<file path="src/rtl/svm_pkg.sv">
`timescale 1ns / 1ps
// svm_pkg: types, constants and register codes shared by the servo mixer.
// No dependencies; imported by every other file in rtl/.
package svm_pkg;

    localparam int AxisW    = 7;
    localparam int NeutW    = 6;
    localparam int FlapW    = 6;
    localparam int TrimW    = 10;
    localparam int PulseW   = 12;
    localparam int NumNeut  = 5;
    localparam int CfgAddrW = 3;
    localparam int CalcW    = 14;   // signed working width for the mix sums

    localparam int PulseBase  = 1000;
    localparam int NoseBase   = 1300;
    localparam int ThrBase    = 1050;
    localparam int ThrScale   = 9;
    localparam int AxisScale  = 10;
    localparam int NoseScale  = 4;
    localparam int NoseCentre = 100;
    localparam int FlapStep   = 13;
    localparam int FlapMax    = 39;
    localparam int TrimLimit  = 400;

    // |trim| / 10 as (|trim| * 205) >> 11, exact for |trim| below 1029
    localparam int TrimMagW    = TrimW - 1;
    localparam int Recip10     = 205;
    localparam int Recip10W    = 8;
    localparam int Recip10Shft = 11;
    localparam int TrimQuotW   = 6;

    typedef logic signed [NeutW-1:0] svm_neut_t;
    typedef svm_neut_t [NumNeut-1:0] svm_neut_arr_t;

    typedef enum logic [CfgAddrW-1:0] {
        REG_LEFT_AIL  = 3'd0,
        REG_RIGHT_AIL = 3'd1,
        REG_ELEVATOR  = 3'd2,
        REG_RUDDER    = 3'd3,
        REG_NOSE      = 3'd4
    } svm_reg_idx_t;

    localparam svm_neut_t NeutResetLeft  = -6'sd5;
    localparam svm_neut_t NeutResetRight = -6'sd3;
    localparam svm_neut_t NeutResetElev  = -6'sd6;
    localparam svm_neut_t NeutResetRud   = -6'sd2;
    localparam svm_neut_t NeutResetNose  = -6'sd27;

    // Input word, roll_axis in the lowest bits
    typedef struct packed {
        logic             flap_raise;
        logic             flap_lower;
        logic             trim_down;
        logic             trim_up;
        logic             trim_clear;
        logic             arm_switch;
        logic [AxisW-1:0] throttle_axis;
        logic [AxisW-1:0] yaw_axis;
        logic [AxisW-1:0] pitch_axis;
        logic [AxisW-1:0] roll_axis;
    } svm_item_t;

    localparam int ItemW  = $bits(svm_item_t);
    localparam int SDataW = ((ItemW + 7) / 8) * 8;

    // Result word, left_aileron_pulse in the lowest bits
    typedef struct packed {
        logic [PulseW-1:0] throttle_pulse;
        logic [PulseW-1:0] nose_wheel_pulse;
        logic [PulseW-1:0] rudder_pulse;
        logic [PulseW-1:0] elevator_pulse;
        logic [PulseW-1:0] right_aileron_pulse;
        logic [PulseW-1:0] left_aileron_pulse;
    } svm_result_t;

    localparam int MDataW = $bits(svm_result_t);

    // Tick state as seen before the current word, plus the new arming decision
    typedef struct packed {
        logic                    armed;
        logic                    arm_next;
        logic [FlapW-1:0]        flap_offset;
        logic signed [TrimW-1:0] pitch_trim;
    } svm_ctrl_t;

endpackage

</file>
<file path="src/rtl/svm_state.sv">
`timescale 1ns / 1ps
// svm_state: arming, flaperon and elevator trim state, advanced once per word.
// Depends on svm_pkg.
module svm_state
    import svm_pkg::*;
(
    input  logic      aclk,
    input  logic      aresetn,
    input  logic      advance,
    input  svm_item_t item,
    output svm_ctrl_t ctrl
);

    logic                    armed_reg;
    logic [FlapW-1:0]        flap_reg, flap_next, flap_mid;
    logic                    last_lower_reg, last_raise_reg;
    logic signed [TrimW-1:0] trim_reg, trim_next, trim_mid;
    logic                    arm_next;

    assign arm_next = item.arm_switch && (armed_reg || (item.throttle_axis == '0));

    always_comb begin
        flap_mid = flap_reg;
        if (item.flap_lower && !last_lower_reg && (flap_reg < FlapW'(FlapMax))) begin
            flap_mid = flap_reg + FlapW'(FlapStep);
        end
        flap_next = flap_mid;
        if (item.flap_raise && !last_raise_reg && (flap_mid != '0)) begin
            flap_next = flap_mid - FlapW'(FlapStep);
        end
    end

    always_comb begin
        trim_mid = trim_reg;
        if (item.trim_up && (trim_reg < TrimW'(TrimLimit))) begin
            trim_mid = trim_reg + TrimW'(1);
        end
        trim_next = trim_mid;
        if (item.trim_down && (trim_mid > -TrimW'(TrimLimit))) begin
            trim_next = trim_mid - TrimW'(1);
        end
        if (item.trim_clear) begin
            trim_next = '0;
        end
    end

    always_ff @(posedge aclk) begin
        if (!aresetn) begin
            armed_reg      <= 1'b0;
            flap_reg       <= '0;
            last_lower_reg <= 1'b0;
            last_raise_reg <= 1'b0;
            trim_reg       <= '0;
        end else if (advance) begin
            armed_reg      <= arm_next;
            flap_reg       <= flap_next;
            last_lower_reg <= item.flap_lower;
            last_raise_reg <= item.flap_raise;
            trim_reg       <= trim_next;
        end
    end

    assign ctrl.armed       = armed_reg;
    assign ctrl.arm_next    = arm_next;
    assign ctrl.flap_offset = flap_reg;
    assign ctrl.pitch_trim  = trim_reg;

endmodule

</file>
<file path="src/rtl/svm_mixer.sv">
`timescale 1ns / 1ps
// svm_mixer: combinational servo mix from one input word and the tick state.
// Depends on svm_pkg.
module svm_mixer
    import svm_pkg::*;
(
    input  svm_item_t     item,
    input  svm_ctrl_t     ctrl,
    input  svm_neut_arr_t neutral,
    output svm_result_t   result
);

    localparam logic signed [CalcW-1:0] CPulse = CalcW'(PulseBase);
    localparam logic signed [CalcW-1:0] CNose  = CalcW'(NoseBase);
    localparam logic signed [CalcW-1:0] CCentre = CalcW'(NoseCentre);
    localparam logic signed [CalcW-1:0] CAxis  = CalcW'(AxisScale);
    localparam logic signed [CalcW-1:0] CNoseK = CalcW'(NoseScale);

    logic signed [CalcW-1:0] roll_s, pitch_s, yaw_s, flap_s;
    logic signed [CalcW-1:0] n_la, n_ra, n_el, n_ru, n_nw;
    logic [TrimMagW-1:0]     trim_mag;
    logic [TrimW-1:0]        trim_neg;
    logic [TrimMagW+Recip10W-1:0] trim_prod;
    logic [TrimQuotW-1:0]    quot_mag;
    logic signed [CalcW-1:0] quot_s;
    logic signed [CalcW-1:0] la, ra, el, ru, nw;
    logic [PulseW-1:0]       thr_live;

    assign roll_s  = $signed({{(CalcW-AxisW){1'b0}}, item.roll_axis});
    assign pitch_s = $signed({{(CalcW-AxisW){1'b0}}, item.pitch_axis});
    assign yaw_s   = $signed({{(CalcW-AxisW){1'b0}}, item.yaw_axis});
    assign flap_s  = $signed({{(CalcW-FlapW){1'b0}}, ctrl.flap_offset});

    assign n_la = $signed({{(CalcW-NeutW){neutral[REG_LEFT_AIL][NeutW-1]}},
                           neutral[REG_LEFT_AIL]});
    assign n_ra = $signed({{(CalcW-NeutW){neutral[REG_RIGHT_AIL][NeutW-1]}},
                           neutral[REG_RIGHT_AIL]});
    assign n_el = $signed({{(CalcW-NeutW){neutral[REG_ELEVATOR][NeutW-1]}},
                           neutral[REG_ELEVATOR]});
    assign n_ru = $signed({{(CalcW-NeutW){neutral[REG_RUDDER][NeutW-1]}},
                           neutral[REG_RUDDER]});
    assign n_nw = $signed({{(CalcW-NeutW){neutral[REG_NOSE][NeutW-1]}},
                           neutral[REG_NOSE]});

    // trim / 10 truncated toward zero: divide the magnitude, restore the sign
    assign trim_neg  = -ctrl.pitch_trim;
    assign trim_mag  = ctrl.pitch_trim[TrimW-1] ? trim_neg[TrimMagW-1:0]
                                                : ctrl.pitch_trim[TrimMagW-1:0];
    assign trim_prod = trim_mag * Recip10W'(Recip10);
    assign quot_mag  = trim_prod[Recip10Shft +: TrimQuotW];
    assign quot_s    = ctrl.pitch_trim[TrimW-1]
                     ? -$signed({{(CalcW-TrimQuotW){1'b0}}, quot_mag})
                     :  $signed({{(CalcW-TrimQuotW){1'b0}}, quot_mag});

    assign la = CPulse + CAxis * (roll_s + n_la + flap_s);
    assign ra = CPulse + CAxis * (roll_s + n_ra - flap_s);
    assign el = CPulse + CAxis * (pitch_s + n_el - quot_s);
    assign ru = CPulse + CAxis * (yaw_s + n_ru);
    assign nw = CNose + CNoseK * (CCentre - yaw_s + n_nw);

    assign thr_live = PulseW'(ThrBase)
                    + PulseW'(item.throttle_axis) * PulseW'(ThrScale);

    assign result.left_aileron_pulse  = la[PulseW-1:0];
    assign result.right_aileron_pulse = ra[PulseW-1:0];
    assign result.elevator_pulse      = el[PulseW-1:0];
    assign result.rudder_pulse        = ru[PulseW-1:0];
    assign result.nose_wheel_pulse    = nw[PulseW-1:0];
    assign result.throttle_pulse      = (ctrl.armed && ctrl.arm_next)
                                      ? thr_live : PulseW'(PulseBase);

endmodule

</file>
<file path="src/rtl/servo_mixer_with_trim_and_arming.sv">
`timescale 1ns / 1ps
// servo_mixer_with_trim_and_arming: an input word reaches the result word through
// the input register, then the result register; throughput one word per cycle while
// m_tready does not stall the result register, with a single mix pass between them.
// aresetn (synchronous, active low) empties both stages, disarms the throttle,
// zeroes flaperon offset and trim, and loads the default neutral trims.
// Depends on svm_pkg, svm_state, svm_mixer.
module servo_mixer_with_trim_and_arming
    import svm_pkg::*;
(
    input  logic                aclk,
    input  logic                aresetn,

    // Input stream
    input  logic                s_tvalid,
    output logic                s_tready,
    // s_tdata, low bit up: roll_axis[6:0], pitch_axis[13:7], yaw_axis[20:14],
    // throttle_axis[27:21], arm_switch[28], trim_clear[29], trim_up[30],
    // trim_down[31], flap_lower[32], flap_raise[33], zero pad [39:34]
    input  logic [SDataW-1:0]   s_tdata,

    // Result stream
    output logic                m_tvalid,
    input  logic                m_tready,
    // m_tdata, low bit up, 12 bits each: left_aileron_pulse,
    // right_aileron_pulse, elevator_pulse, rudder_pulse, nose_wheel_pulse,
    // throttle_pulse
    output logic [MDataW-1:0]   m_tdata,

    // Neutral trim registers, written only while idle: user's rule, not enforced
    input  logic                cfg_wr_en,
    input  logic [CfgAddrW-1:0] cfg_addr,
    input  logic [NeutW-1:0]    cfg_wdata
);

    logic          in_valid_reg;
    svm_item_t     in_item_reg;
    logic          out_valid_reg;
    svm_result_t   out_data_reg;
    logic          out_free;
    logic          advance;
    svm_neut_arr_t neutral_reg;
    svm_ctrl_t     ctrl;
    svm_result_t   result;

    // The result register frees up when empty or being drained; the input register
    // moves on in the same cycle, so a word can enter each cycle without a stall.
    assign out_free = !out_valid_reg || m_tready;
    assign advance  = in_valid_reg && out_free;
    assign s_tready = !in_valid_reg || out_free;

    always_ff @(posedge aclk) begin
        if (!aresetn) begin
            in_valid_reg <= 1'b0;
        end else if (s_tready) begin
            in_valid_reg <= s_tvalid;
        end
    end

    always_ff @(posedge aclk) begin
        if (s_tready && s_tvalid) begin
            in_item_reg <= s_tdata[ItemW-1:0];
        end
    end

    always_ff @(posedge aclk) begin
        if (!aresetn) begin
            out_valid_reg <= 1'b0;
        end else if (out_free) begin
            out_valid_reg <= in_valid_reg;
        end
    end

    always_ff @(posedge aclk) begin
        if (advance) begin
            out_data_reg <= result;
        end
    end

    // Neutral trims; indices past the nose wheel are dropped
    always_ff @(posedge aclk) begin
        if (!aresetn) begin
            neutral_reg[REG_LEFT_AIL]  <= NeutResetLeft;
            neutral_reg[REG_RIGHT_AIL] <= NeutResetRight;
            neutral_reg[REG_ELEVATOR]  <= NeutResetElev;
            neutral_reg[REG_RUDDER]    <= NeutResetRud;
            neutral_reg[REG_NOSE]      <= NeutResetNose;
        end else if (cfg_wr_en) begin
            case (cfg_addr)
                REG_LEFT_AIL:  neutral_reg[REG_LEFT_AIL]  <= cfg_wdata;
                REG_RIGHT_AIL: neutral_reg[REG_RIGHT_AIL] <= cfg_wdata;
                REG_ELEVATOR:  neutral_reg[REG_ELEVATOR]  <= cfg_wdata;
                REG_RUDDER:    neutral_reg[REG_RUDDER]    <= cfg_wdata;
                REG_NOSE:      neutral_reg[REG_NOSE]      <= cfg_wdata;
                default: ;
            endcase
        end
    end

    // Tick state moves only when a word passes into the result register, so
    // the mix always sees the state left by the previous word.
    svm_state u_state (
        .aclk    (aclk),
        .aresetn (aresetn),
        .advance (advance),
        .item    (in_item_reg),
        .ctrl    (ctrl)
    );

    svm_mixer u_mixer (
        .item    (in_item_reg),
        .ctrl    (ctrl),
        .neutral (neutral_reg),
        .result  (result)
    );

    assign m_tvalid = out_valid_reg;
    assign m_tdata  = out_data_reg;

endmodule

</file>
<file path="config.mk">
export PLATFORM = sky130hd
export DESIGN_NAME = servo_mixer_with_trim_and_arming
export DESIGN_NICKNAME = d
export VERILOG_FILES = /design/src/rtl/svm_pkg.sv /design/src/rtl/svm_state.sv /design/src/rtl/svm_mixer.sv /design/src/rtl/servo_mixer_with_trim_and_arming.sv
export SDC_FILE = /design/constraint.sdc
export NUM_CORES = 1
export LEC_CHECK = 0
export BUFFER_PORTS_ARGS = -buffer_cell sky130_fd_sc_hd__clkbuf_2
export CAP_MARGIN = 20
export CORE_MARGIN = 2
export CORE_UTILIZATION = 60
export CTS_CLUSTER_SIZE = 28
export DETAILED_ROUTE_END_ITERATION = 12
export PLACE_DENSITY = 0.82
export SYNTH_ARGS = -nofsm -noshare
export SYNTH_HDL_FRONTEND = slang
export SYNTH_SLANG_ARGS = --single-unit
</file>
<file path="constraint.sdc">
create_clock -name aclk -period 8.9 [get_ports aclk]
set_clock_uncertainty 0.15 [all_clocks]
set_input_delay 1.78 -clock aclk [delete_from_list [all_inputs] [get_ports aclk]]
set_output_delay 1.78 -clock aclk [all_outputs]
set_load 0.01 [all_outputs]
</file>
# Yosys cells after proc, flatten, opt, wreduce, memory -nomap -nowiden

Index checks and enable logic that the tools add are counted.

Muxes and demuxes: 7
Reductions and logical operators: 25
Add/sub/neg operators: 21
Multipliers: 6
Order comparisons: 3
Eq/ne operators: 4

Operators with widths:

| cell                                               | count |
|---|---|
| multiplier 4 x 14 -> 11 bit, first input constant  | 4 |
| adder 11 x 12 -> 12 bit, first input constant      | 4 |
| adder 8 x 6 -> 9 bit                               | 5 |
| two-way mux 10 bit                                 | 3 |
| multiplier 9 x 8 -> 17 bit, second input constant  | 1 |
| adder 14 x 7 -> 14 bit                             | 1 |
| two-way mux 14 bit                                 | 1 |
| negation 6 -> 14 bit                               | 1 |
| subtractor 14 bit                                  | 1 |
| subtractor 14 x 7 -> 14 bit                        | 1 |
| adder 11 x 11 -> 12 bit, first input constant      | 1 |
| adder 12 bit, first input constant                 | 1 |
| two-way mux 6 bit                                  | 2 |
| multiplier 7 x 4 -> 11 bit, second input constant  | 1 |
| adder 10 x 2 -> 10 bit, second input constant      | 1 |
| > comparator 10 bit, second input constant         | 1 |
| logical AND 1 bit                                  | 10 |
| < comparator 10 bit, second input constant         | 1 |
| AND reduction 2 bit                                | 5 |
| subtractor 10 x 2 -> 10 bit, second input constant | 1 |
| two-way mux 9 bit                                  | 1 |
| negation 9 bit                                     | 1 |
| subtractor 7 x 7 -> 8 bit, first input constant    | 1 |
| logical NOT 7 bit                                  | 1 |
| other kinds (10)                                   | 16 |

Register bits after elaboration: 157
Output and inout bits: 74

# Logic depth before layout (Yosys ltp)

Gate-level depths: netlist (run 1).

Depth after elaboration: 8
Gate-level depth with buffers: 40
Mapped depth without buffers: 39

# Modules after synthesis

From an unflattened synthesis (run 1), not the netlist that was laid out.

Cell total of the unflattened synthesis: 1187
Area, all modules: 12508.2 um^2

By module, submodules not included:

| module                           | times used | area each (um^2) | seq. area each (um^2) | cells each |
|---|---|---|---|---|
| svm_mixer                        | 1          | 6346.1           | 0.0                   | 759 |
| servo_mixer_with_trim_and_arming | 1          | 4519.3           | 3823.7                | 230 |
| svm_state                        | 1          | 1642.8           | 380.4                 | 198 |

# Worst setup path before layout (run 1)

No wires, ideal clock.

Kind: register -> register
From: register u_state.trim_reg[2]
To: register out_data_reg (netlist bit m_tdata[35]), data pin
Path slack: 0.739 ns
Arrival: 7.742 ns
Cell stages (with the launch flop): 34
Buffers on the path: 2
Clock period less this slack: 8.161 ns
Path through: dfxtp_1 buf_2 clkbuf_1 nor3_1 nand2_1 o21ai_0 xnor2_1 ha_1 inv_1 fa_1 inv_1 fa_1 fa_1 ha_1 a21o_1 a21oi_1 o21ai_0 a211oi_1 mux2i_1 o21a_1 a21oi_1 xnor2_1 ha_1 a21o_1 and3_1 a2111oi_0 xnor2_1 ha_1 ha_1 nand2b_1 a21oi_1 xor2_1 xnor3_1 xor3_1

RTL lines:

| item                   | line                                   | RTL |
|---|---|---|
| from (decl)            | svm_state.sv:17                        | `logic signed [TrimW-1:0] trim_reg, trim_next, trim_mid;` |
| from (signal assigned) | svm_state.sv:59                        | `trim_reg <= trim_next;` |
| to (signal assigned)   | servo_mixer_with_trim_and_arming.sv:76 | `out_data_reg <= result;` |
| to (decl)              | servo_mixer_with_trim_and_arming.sv:39 | `svm_result_t out_data_reg;` |

==> results of run 1 <==
==> per-stage QoR <==
step	setup TNS (ns)	worst slack, ns	total power, µW	hold slack, ns
finish	0	0.3784	3751	0.3168
global placement	0	0.4533	2905	0.2867
detailed placement	0	0.2650	2993	0.3137
CTS	0	0.1709	3701	0.3218
global route	-0.1111	-0.1111	4056	0.3355
floorplan	0	0.7386	2600	0.2812
==> worst paths after layout <==
check / end / depth (start not counted) / from / slack (ns)
setup / recovery: m_tdata[35] / 35 / u_state.trim_reg[1] / 0.38
setup reg to reg: m_tdata[35] / 35 / u_state.trim_reg[1] / 0.38
hold / removal: u_state.last_raise_reg / 2 / u_state.last_raise_reg / 0.32
hold reg to reg: u_state.last_raise_reg / 2 / u_state.last_raise_reg / 0.32
==> worst max-delay path: cells and delay by family, from the launching register on <==
| family | cells | cell delay [ns] |
|---|---|---|
| adder cells (fa/ha/maj) | 11 | 3.85 |
| XOR/XNOR | 7 | 1.37 |
| AO/OA/AOI/OAI | 7 | 1.31 |
| AND/OR/NAND/NOR | 7 | 0.96 |
| flip-flops | 1 | 0.34 |
| buffers and inverters | 3 | 0.29 |
==> kinds of logic (layout without fill, tap and decap cells) <==
group / after synthesis / count (layout) / share of synthesized area, %
simple gates: 363 / 363 / 13.97
compound gates: 253 / 253 / 13.20
xor+xnor: 153 / 153 / 11.20
buf+inv: 141 / 272 / 4.499
flops: 151 / 151 / 31.94
mux: 23 / 23 / 1.847
other cells: 1 / 6 / 0.02977
fa+ha+maj: 219 / 219 / 23.30
==> where the power goes <==
part / switching (µW) / internal (µW)
logic: 1110 / 928
clock network: 302 / 387
registers: 47.2 / 976
==> cell usage in the layout, fill, tap and decap left out, drive strengths merged, types with 10 or more instances in the layout <==
cell    instances
xor2           55
edfxtp        100
a21boi         12
nand3b         11
nand3          38
nor2           68
a21oi          74
ha            193
mux2i          21
o21bai         18
o211ai         10
nand2b         14
nor3           30
buf            17
o21ai          52
a21o           29
inv           112
or3            12
dfxtp          51
xnor2          93
clkbuf        133
nand2         119
nor2b          24
fa             26
==> per-layer routing <==
metal / global-route usage, % / routed length, µm / vias up
met3: 3.609 / 831 / 41
met4: 6.714 / 491 / 0
met2: 43.50 / 13260 / 195
met5: 0 / 0 / -
met1: 29.56 / 11530 / 4489
li1: - / - / 4847
==> layout make-up <==
| cell class | instances | area (µm²) | share of cell area, % |
|---|---|---|---|
| tap | 275 | 344.1 | 2.431 |
| timing repair buffer | 132 | 703.2 | 4.968 |
| clock inverter | 14 | 125.1 | 0.8840 |
| clock buffer | 18 | 429.2 | 3.032 |
| sequential | 151 | 4026 | 28.45 |
| multi-input combinational | 1017 | 8120 | 57.37 |
| inverter | 108 | 405.4 | 2.864 |
==> what timing repair did <==
item,in CTS,in global routing
endpoints found under the setup margin,0,2
gates resized for setup,0,23
setup buffers,0,5
==> results by stage, run 1 <==
Power and ir drop:
- The worst IR drop on VDD is 151.4 µV.
- The static leakage power is 0.006462 µW.
- Dividing total power by cell area gives a power density of 265.0 mW/mm².

Yosys:
- Of all cell types, the one taking the most synthesized area is sky130_fd_sc_hd__edfxtp_1.
- The top-area cell type share of the netlist area is 23.84%.
- The number of flops mapped to enable cells by yosys is 100.
- The post-synthesis instance total is 1,304.
- The number of distinct library cells after synthesis is 76.
- After synthesis, the most frequently instantiated cells are sky130_fd_sc_hd__ha_1, sky130_fd_sc_hd__nand2_1, sky130_fd_sc_hd__inv_1.
- In this run, synthesis produced a sequential element count of 151.
- For this run, the register share of the synthesized area comes to 31.94%.
- After synthesis the cells add up to 0.01260 mm².
- The mean instance size in the synthesized netlist is 9.660 µm².
- By instance count, the leading cell after synthesis is sky130_fd_sc_hd__ha_1.
- In the synthesized netlist the async set-or-reset flop fraction comes to 0%.
- The commonest register cell after synthesis is sky130_fd_sc_hd__edfxtp_1.
- By area the synthesized netlist is led by sky130_fd_sc_hd__edfxtp_1, sky130_fd_sc_hd__ha_1, sky130_fd_sc_hd__dfxtp_1.
- The warning count from the yosys run is 0.

Timing:
- The total of endpoints with negative setup slack in the final report is 0.
- The final-report max-slew violation count is 0.
- The final-report hold violation count is 0.
- The slew at the pin closest to its max-slew limit is 0.9370 ns.
- The headroom to the max-slew limit is 37.53%.
- The final critical path takes up 95.75% of the cycle.
- The final critical delay including setup and external delays is 8.522 ns.
- Based on the critical path, the design can be clocked at up to 117.3 MHz.

Drt:
- In the final routed layout, each cell accounts on average for 15.23 µm.
- After detailed routing, the total wire length is 26,110 µm.
- The first-pass iteration count of the detailed router is 5.
- Once detail routing completed, the nets flagged for antenna violations numbered 0.
- After detailed routing, the number of remaining DRC violations is 0.
- The total vias in the final route is 9,572.
- The count of routing violations after the opening detailed-route iteration is 473.
- The detail-routed via count per cell is 5.581.

CTS:
- Counting every sink on the clock net gives 151.
- The number of buffers inserted during clock tree synthesis is 17.
- After clock tree synthesis, the clock-pin slew on the worst setup and hold paths is 0.07 ns.
- Hold repair after CTS inserted 0 buffers.
- Counting along the longest clock path gives a buffer depth of 2.
- TritonCTS built the clock tree.
- CTS built an H-tree with a depth of 4.
- In this run the clock root is driven by a sky130_fd_sc_hd__clkbuf_16.
- Clock latency on the worst-skew pair, taken at its later pin, is 0.43 ns.

Floorplanning:
- The height of the chip is 148.9 µm.
- Pin placement for this block handled 128 I/O pins.
- Measured along the x axis, the die boundary spans 148.9 µm.
- The initial utilization of the core area, before any placement, comes to 60.50%.
- The number of rows created at floorplan is 53.
- The floorplan step defined a die boundary enclosing 0.02217 mm².
- In this run the standard cell core region covers 0.02082 mm².

Finish:
- The post-route netlist has 13.82% of its cells at a drive strength greater than 1.
- The number of nets in the finished design is 1,700.
- The repair_antennas step left the layout with diodes totalling 0.
- The final cell area excluding filler cells is 0.01415 mm².
- The post-route core utilization is 67.97%.
- Compared with the post-synthesis result, the final layout area differs by 12.36%.
- The count of placed standard cells in the final layout, fillers left out is 1,715.
- The register with the most flip-flops in the layout has 66 of them.
- The count of fill cells added during filler insertion is 1,576.

Setup path:
- The worst setup path is launched from a flip-flop.
- At the worst endpoint, the arrival time is 8.54 ns.
- The library cell appearing most often on the critical path is sky130_fd_sc_hd__ha_1.
- STA puts the critical path data required time at 8.92 ns.
- The critical path is of the flip-flop to flip-flop type.
- The kind of capture point of the worst setup path is a flip-flop.
- Of all nets on the critical path, the largest fanout is 6.
- In this design, the stage delay of the slowest critical-path cell is 0.54 ns.
- The largest individual stage delay along the critical path comes from the cell sky130_fd_sc_hd__fa_1.

GRT:
- Global routing used 23.96% of the available tracks.
- The total global routing overflow is 0.
- The first global-routing pass estimated 43,110 µm of wire.
- The initial antenna violation count was 0.
- Entering global routing, the biggest net connects 49 pins.
- The number of global-route vias before repair is 9,428.

Placement:
- Summing all placed instances gives a cell area of 0.01347 mm².
- The placed cell count is 1,678.
- The routability congestion estimate is 0.9202.
- The post-DP HPWL is 20,050 µm.
- The count of buffers added on input and output ports is 115.

Worst hold path:
- In this run the worst hold path is classified as flip-flop to flip-flop.

Job:
- The tool flagged a number of max-cap violations equal to 0.

Run status:
- The flow ran to the end, and the final reports show no timing, DRC or antenna violations.
(Power assumes the default switching activity.)
==> run 2, diff against run 1 <==
--- a/config.mk
+++ b/config.mk
@@ -8,10 +8,10 @@
 export BUFFER_PORTS_ARGS = -buffer_cell sky130_fd_sc_hd__clkbuf_2
 export CAP_MARGIN = 20
 export CORE_MARGIN = 2
-export CORE_UTILIZATION = 60
+export CORE_UTILIZATION = 55
 export CTS_CLUSTER_SIZE = 28
 export DETAILED_ROUTE_END_ITERATION = 12
-export PLACE_DENSITY = 0.82
+export PLACE_DENSITY = 0.79
 export SYNTH_ARGS = -nofsm -noshare
 export SYNTH_HDL_FRONTEND = slang
 export SYNTH_SLANG_ARGS = --single-unit
==> constraint.sdc (replaced) <==
create_clock -name aclk -period 7.7 [get_ports aclk]
set_clock_uncertainty 0.15 [all_clocks]
set_input_delay 1.54 -clock aclk [delete_from_list [all_inputs] [get_ports aclk]]
set_output_delay 1.54 -clock aclk [all_outputs]
set_load 0.01 [all_outputs]
==> run 2 against run 1 <==
The run now ends with setup timing left. Largest cell class unchanged. Die area rose by 8.8%. Critical path depth up 1. First-iteration DRC count increased by 26%. Register-to-register slack lost 0.79 ns. Hold slack worse by 0.015 ns. Global-route usage down 0.79 points. Clock power increased by 28%. Design area grew 11%. Combinational power grew 49%.
==> results by stage, run 2 (same netlist as run 1, synthesis figures left out) <==
Worst hold path:
- The tightest min-delay check is of the flip-flop to flip-flop type.

Floorplanning:
- From bottom edge to top edge, the die measures 155.3 µm.
- The die covers 0.02413 mm².
- In this run the horizontal extent of the chip is 155.3 µm.
- The area of the core is 0.02257 mm².
- In this run the count of I/O pins placed on the die edge is 128.
- The number of rows created at floorplan is 55.
- The initial utilization of the core area, before any placement, comes to 55.81%.

Setup path:
- The kind of capture point of the worst setup path is a flip-flop.
- In this design, the stage delay of the slowest critical-path cell is 0.55 ns.
- In this run the worst path has a maximum fanout of 5.
- The required time of the critical path is 7.72 ns.
- The cell family contributing the most delay on the critical path is adder cells.
- The arrival time at the worst endpoint is 8.13 ns.
- The highest-delay cell along the critical path is sky130_fd_sc_hd__fa_1.
- The most numerous cell type found on the critical path is sky130_fd_sc_hd__ha_4.
- The number of buffers and inverters on the critical path is 3.
- The setup path with the least slack is of type flip-flop to flip-flop.
- STA classifies the critical path startpoint as a flip-flop.

CTS:
- The worst-case clock buffer depth is 2.
- Clock latency on the worst-skew pair, taken at its later pin, is 0.43 ns.
- In this run, CTS created clock tree buffers numbering 17.
- The clock edge transition at the registers on the reported setup and hold paths is 0.07 ns.
- The total of hold buffers inserted after clock tree synthesis is 0.
- The CTS tree is yes.
- The tree built by TritonCTS fans out to 151 sinks.
- The CTS H-tree depth is 4.
- The root buffer cell is sky130_fd_sc_hd__clkbuf_16.

Timing:
- After routing, the total negative slack on setup checks comes to -0.5470 ns.
- In the post-route analysis, the smallest setup slack over all paths is -0.4115 ns.
- Setup repair after global routing could not meet its margin everywhere.
- The final clock period utilization by the worst path is 105.3%.
- Setup violations remaining at the end of the flow were counted as 3.
- The headroom to the max-slew limit is 31.95%.
- The final-report hold violation count is 0.
- Timing would allow up to 123.3 MHz.
- For the pin with the worst max-slew slack, the measured transition is 1.021 ns.
- The final critical delay including setup and external delays is 8.112 ns.
- The final-report max-slew violation count is 0.

Finish:
- Summing all non-filler instances in the final layout gives an area of 0.01567 mm².
- In the layout the commonest cells are sky130_fd_sc_hd__ha_1, sky130_fd_sc_hd__clkbuf_2, sky130_fd_sc_hd__nand2_1.
- Excluding fillers, the count of instances in the completed layout stands at 1,821.
- The number of flip-flops under the largest register name is 66.
- The most frequent standard cell in the layout excluding fill and tap cells is sky130_fd_sc_hd__ha_1.
- The area growth from synthesis to layout is 24.40%.
- The number of antenna diodes in the final layout is 0.
- The final layout contains 1,796 nets.
- Of the cells placed in the final design, the portion with a size suffix greater than 1 is 25.26%.

Drt:
- The DRC violation count after routing is 0.
- The first detailed-routing pass ran for 6 iterations.
- The total detailed-routing wirelength is 29,060 µm.
- Dividing the detail-routed via count by the number of cells gives 5.624.
- The average wire per cell in the routed design is 15.96 µm.
- The detailed router finished its first iteration with 595 violations.
- The remaining number of nets flagged by the antenna check after routing is 0.
- Summing over every cut layer, the via total after detailed routing is 10,241.

Placement:
- In this run the tool buffered the top-level ports with 115 buffer cells.
- The post-DP HPWL is 20,330 µm.
- After detailed placement, the total cell area comes to 0.01412 mm².
- Routability-driven placement finished with a final weighted congestion of 0.8901.
- In this run, placement finished with an instance count of 1,754.

Power and ir drop:
- The worst IR drop on VDD is 249.1 µV.
- For this design the ratio of total power to cell area is 325.5 mW/mm².
- The analysis attributes to cell leakage a power of 0.007078 µW.

Job:
- The max capacitance violation total is 0.

Run status:
- The checks that failed: setup timing.
- The run finished, with violations left.

GRT:
- The global-route wire length before repair is 45,920 µm.
- The number of global-route vias before repair is 10,097.
- The initial antenna violation count is 0.
- Global routing used 23.17% of the available tracks.
- The largest net degree at the start of global routing is 75.
- Global routing finished with a remaining overflow of 0.
-- run 2: layer usage --
layer	track usage [%]	wire length, µm	vias to the layer above
met5	0	0	-
met4	8.344	826	0
met3	3.482	1274	76
met2	41.21	14590	311
met1	28.57	12370	4811
li1	-	-	5043
-- run 2: metrics by stage --
step	worst slack (ns)	util (%)	hold WS [ns]	total power, µW
2_1_floorplan	0.007215	-	0.2812	3105
3_3_place_gp	-0.2849	62.54	0.2871	3668
3_5_place_dp	-0.3950	62.54	0.2921	3756
4_1_cts	-0.1672	66.88	0.3007	4789
5_1_grt	-0.7185	69.43	0.3507	5487
6_report	-0.4115	69.43	0.3019	5101
-- run 2: worst paths after layout --
kind,from,depth (start not counted),end,slack [ns]
max reg2reg,u_state.trim_reg[4],36,m_tdata[35],-0.41
max,u_state.trim_reg[4],36,m_tdata[35],-0.41
min reg2reg,u_state.last_raise_reg,2,u_state.last_raise_reg,0.30
min,u_state.last_raise_reg,2,u_state.last_raise_reg,0.30
-- run 2: repair_timing --
| action | in CTS | in global routing |
|---|---|---|
| resized for setup | 36 | 84 |
| buffers inserted | 22 | 15 |
| pin swaps | 60 | 41 |
| endpoints found under the setup margin | 3 | 5 |
-- run 2: tightest hold or removal path, cell delays in order, from the launching register on --
cell                      delay [ns]
sky130_fd_sc_hd__dfxtp_1        0.30
sky130_fd_sc_hd__nand2_1        0.05
sky130_fd_sc_hd__a21oi_1        0.05
-- run 2: cell type report --
cell class                      instances  area, µm²
Inverter                              108      410.4
Clock inverter                         14      178.9
Tap cell                              285      356.6
Clock buffer                           18      439.2
Sequential cell                       151       4036
Multi-Input combinational cell       1017       8807
Timing Repair Buffer                  228       1443
Fill cell                            1615       6900
-- run 2: power by group --
group / total, µW / switching (µW) / internal (µW)
registers: 1180 / 57.1 / 1130
logic: 3030 / 1520 / 1510
clock network: 883 / 381 / 502
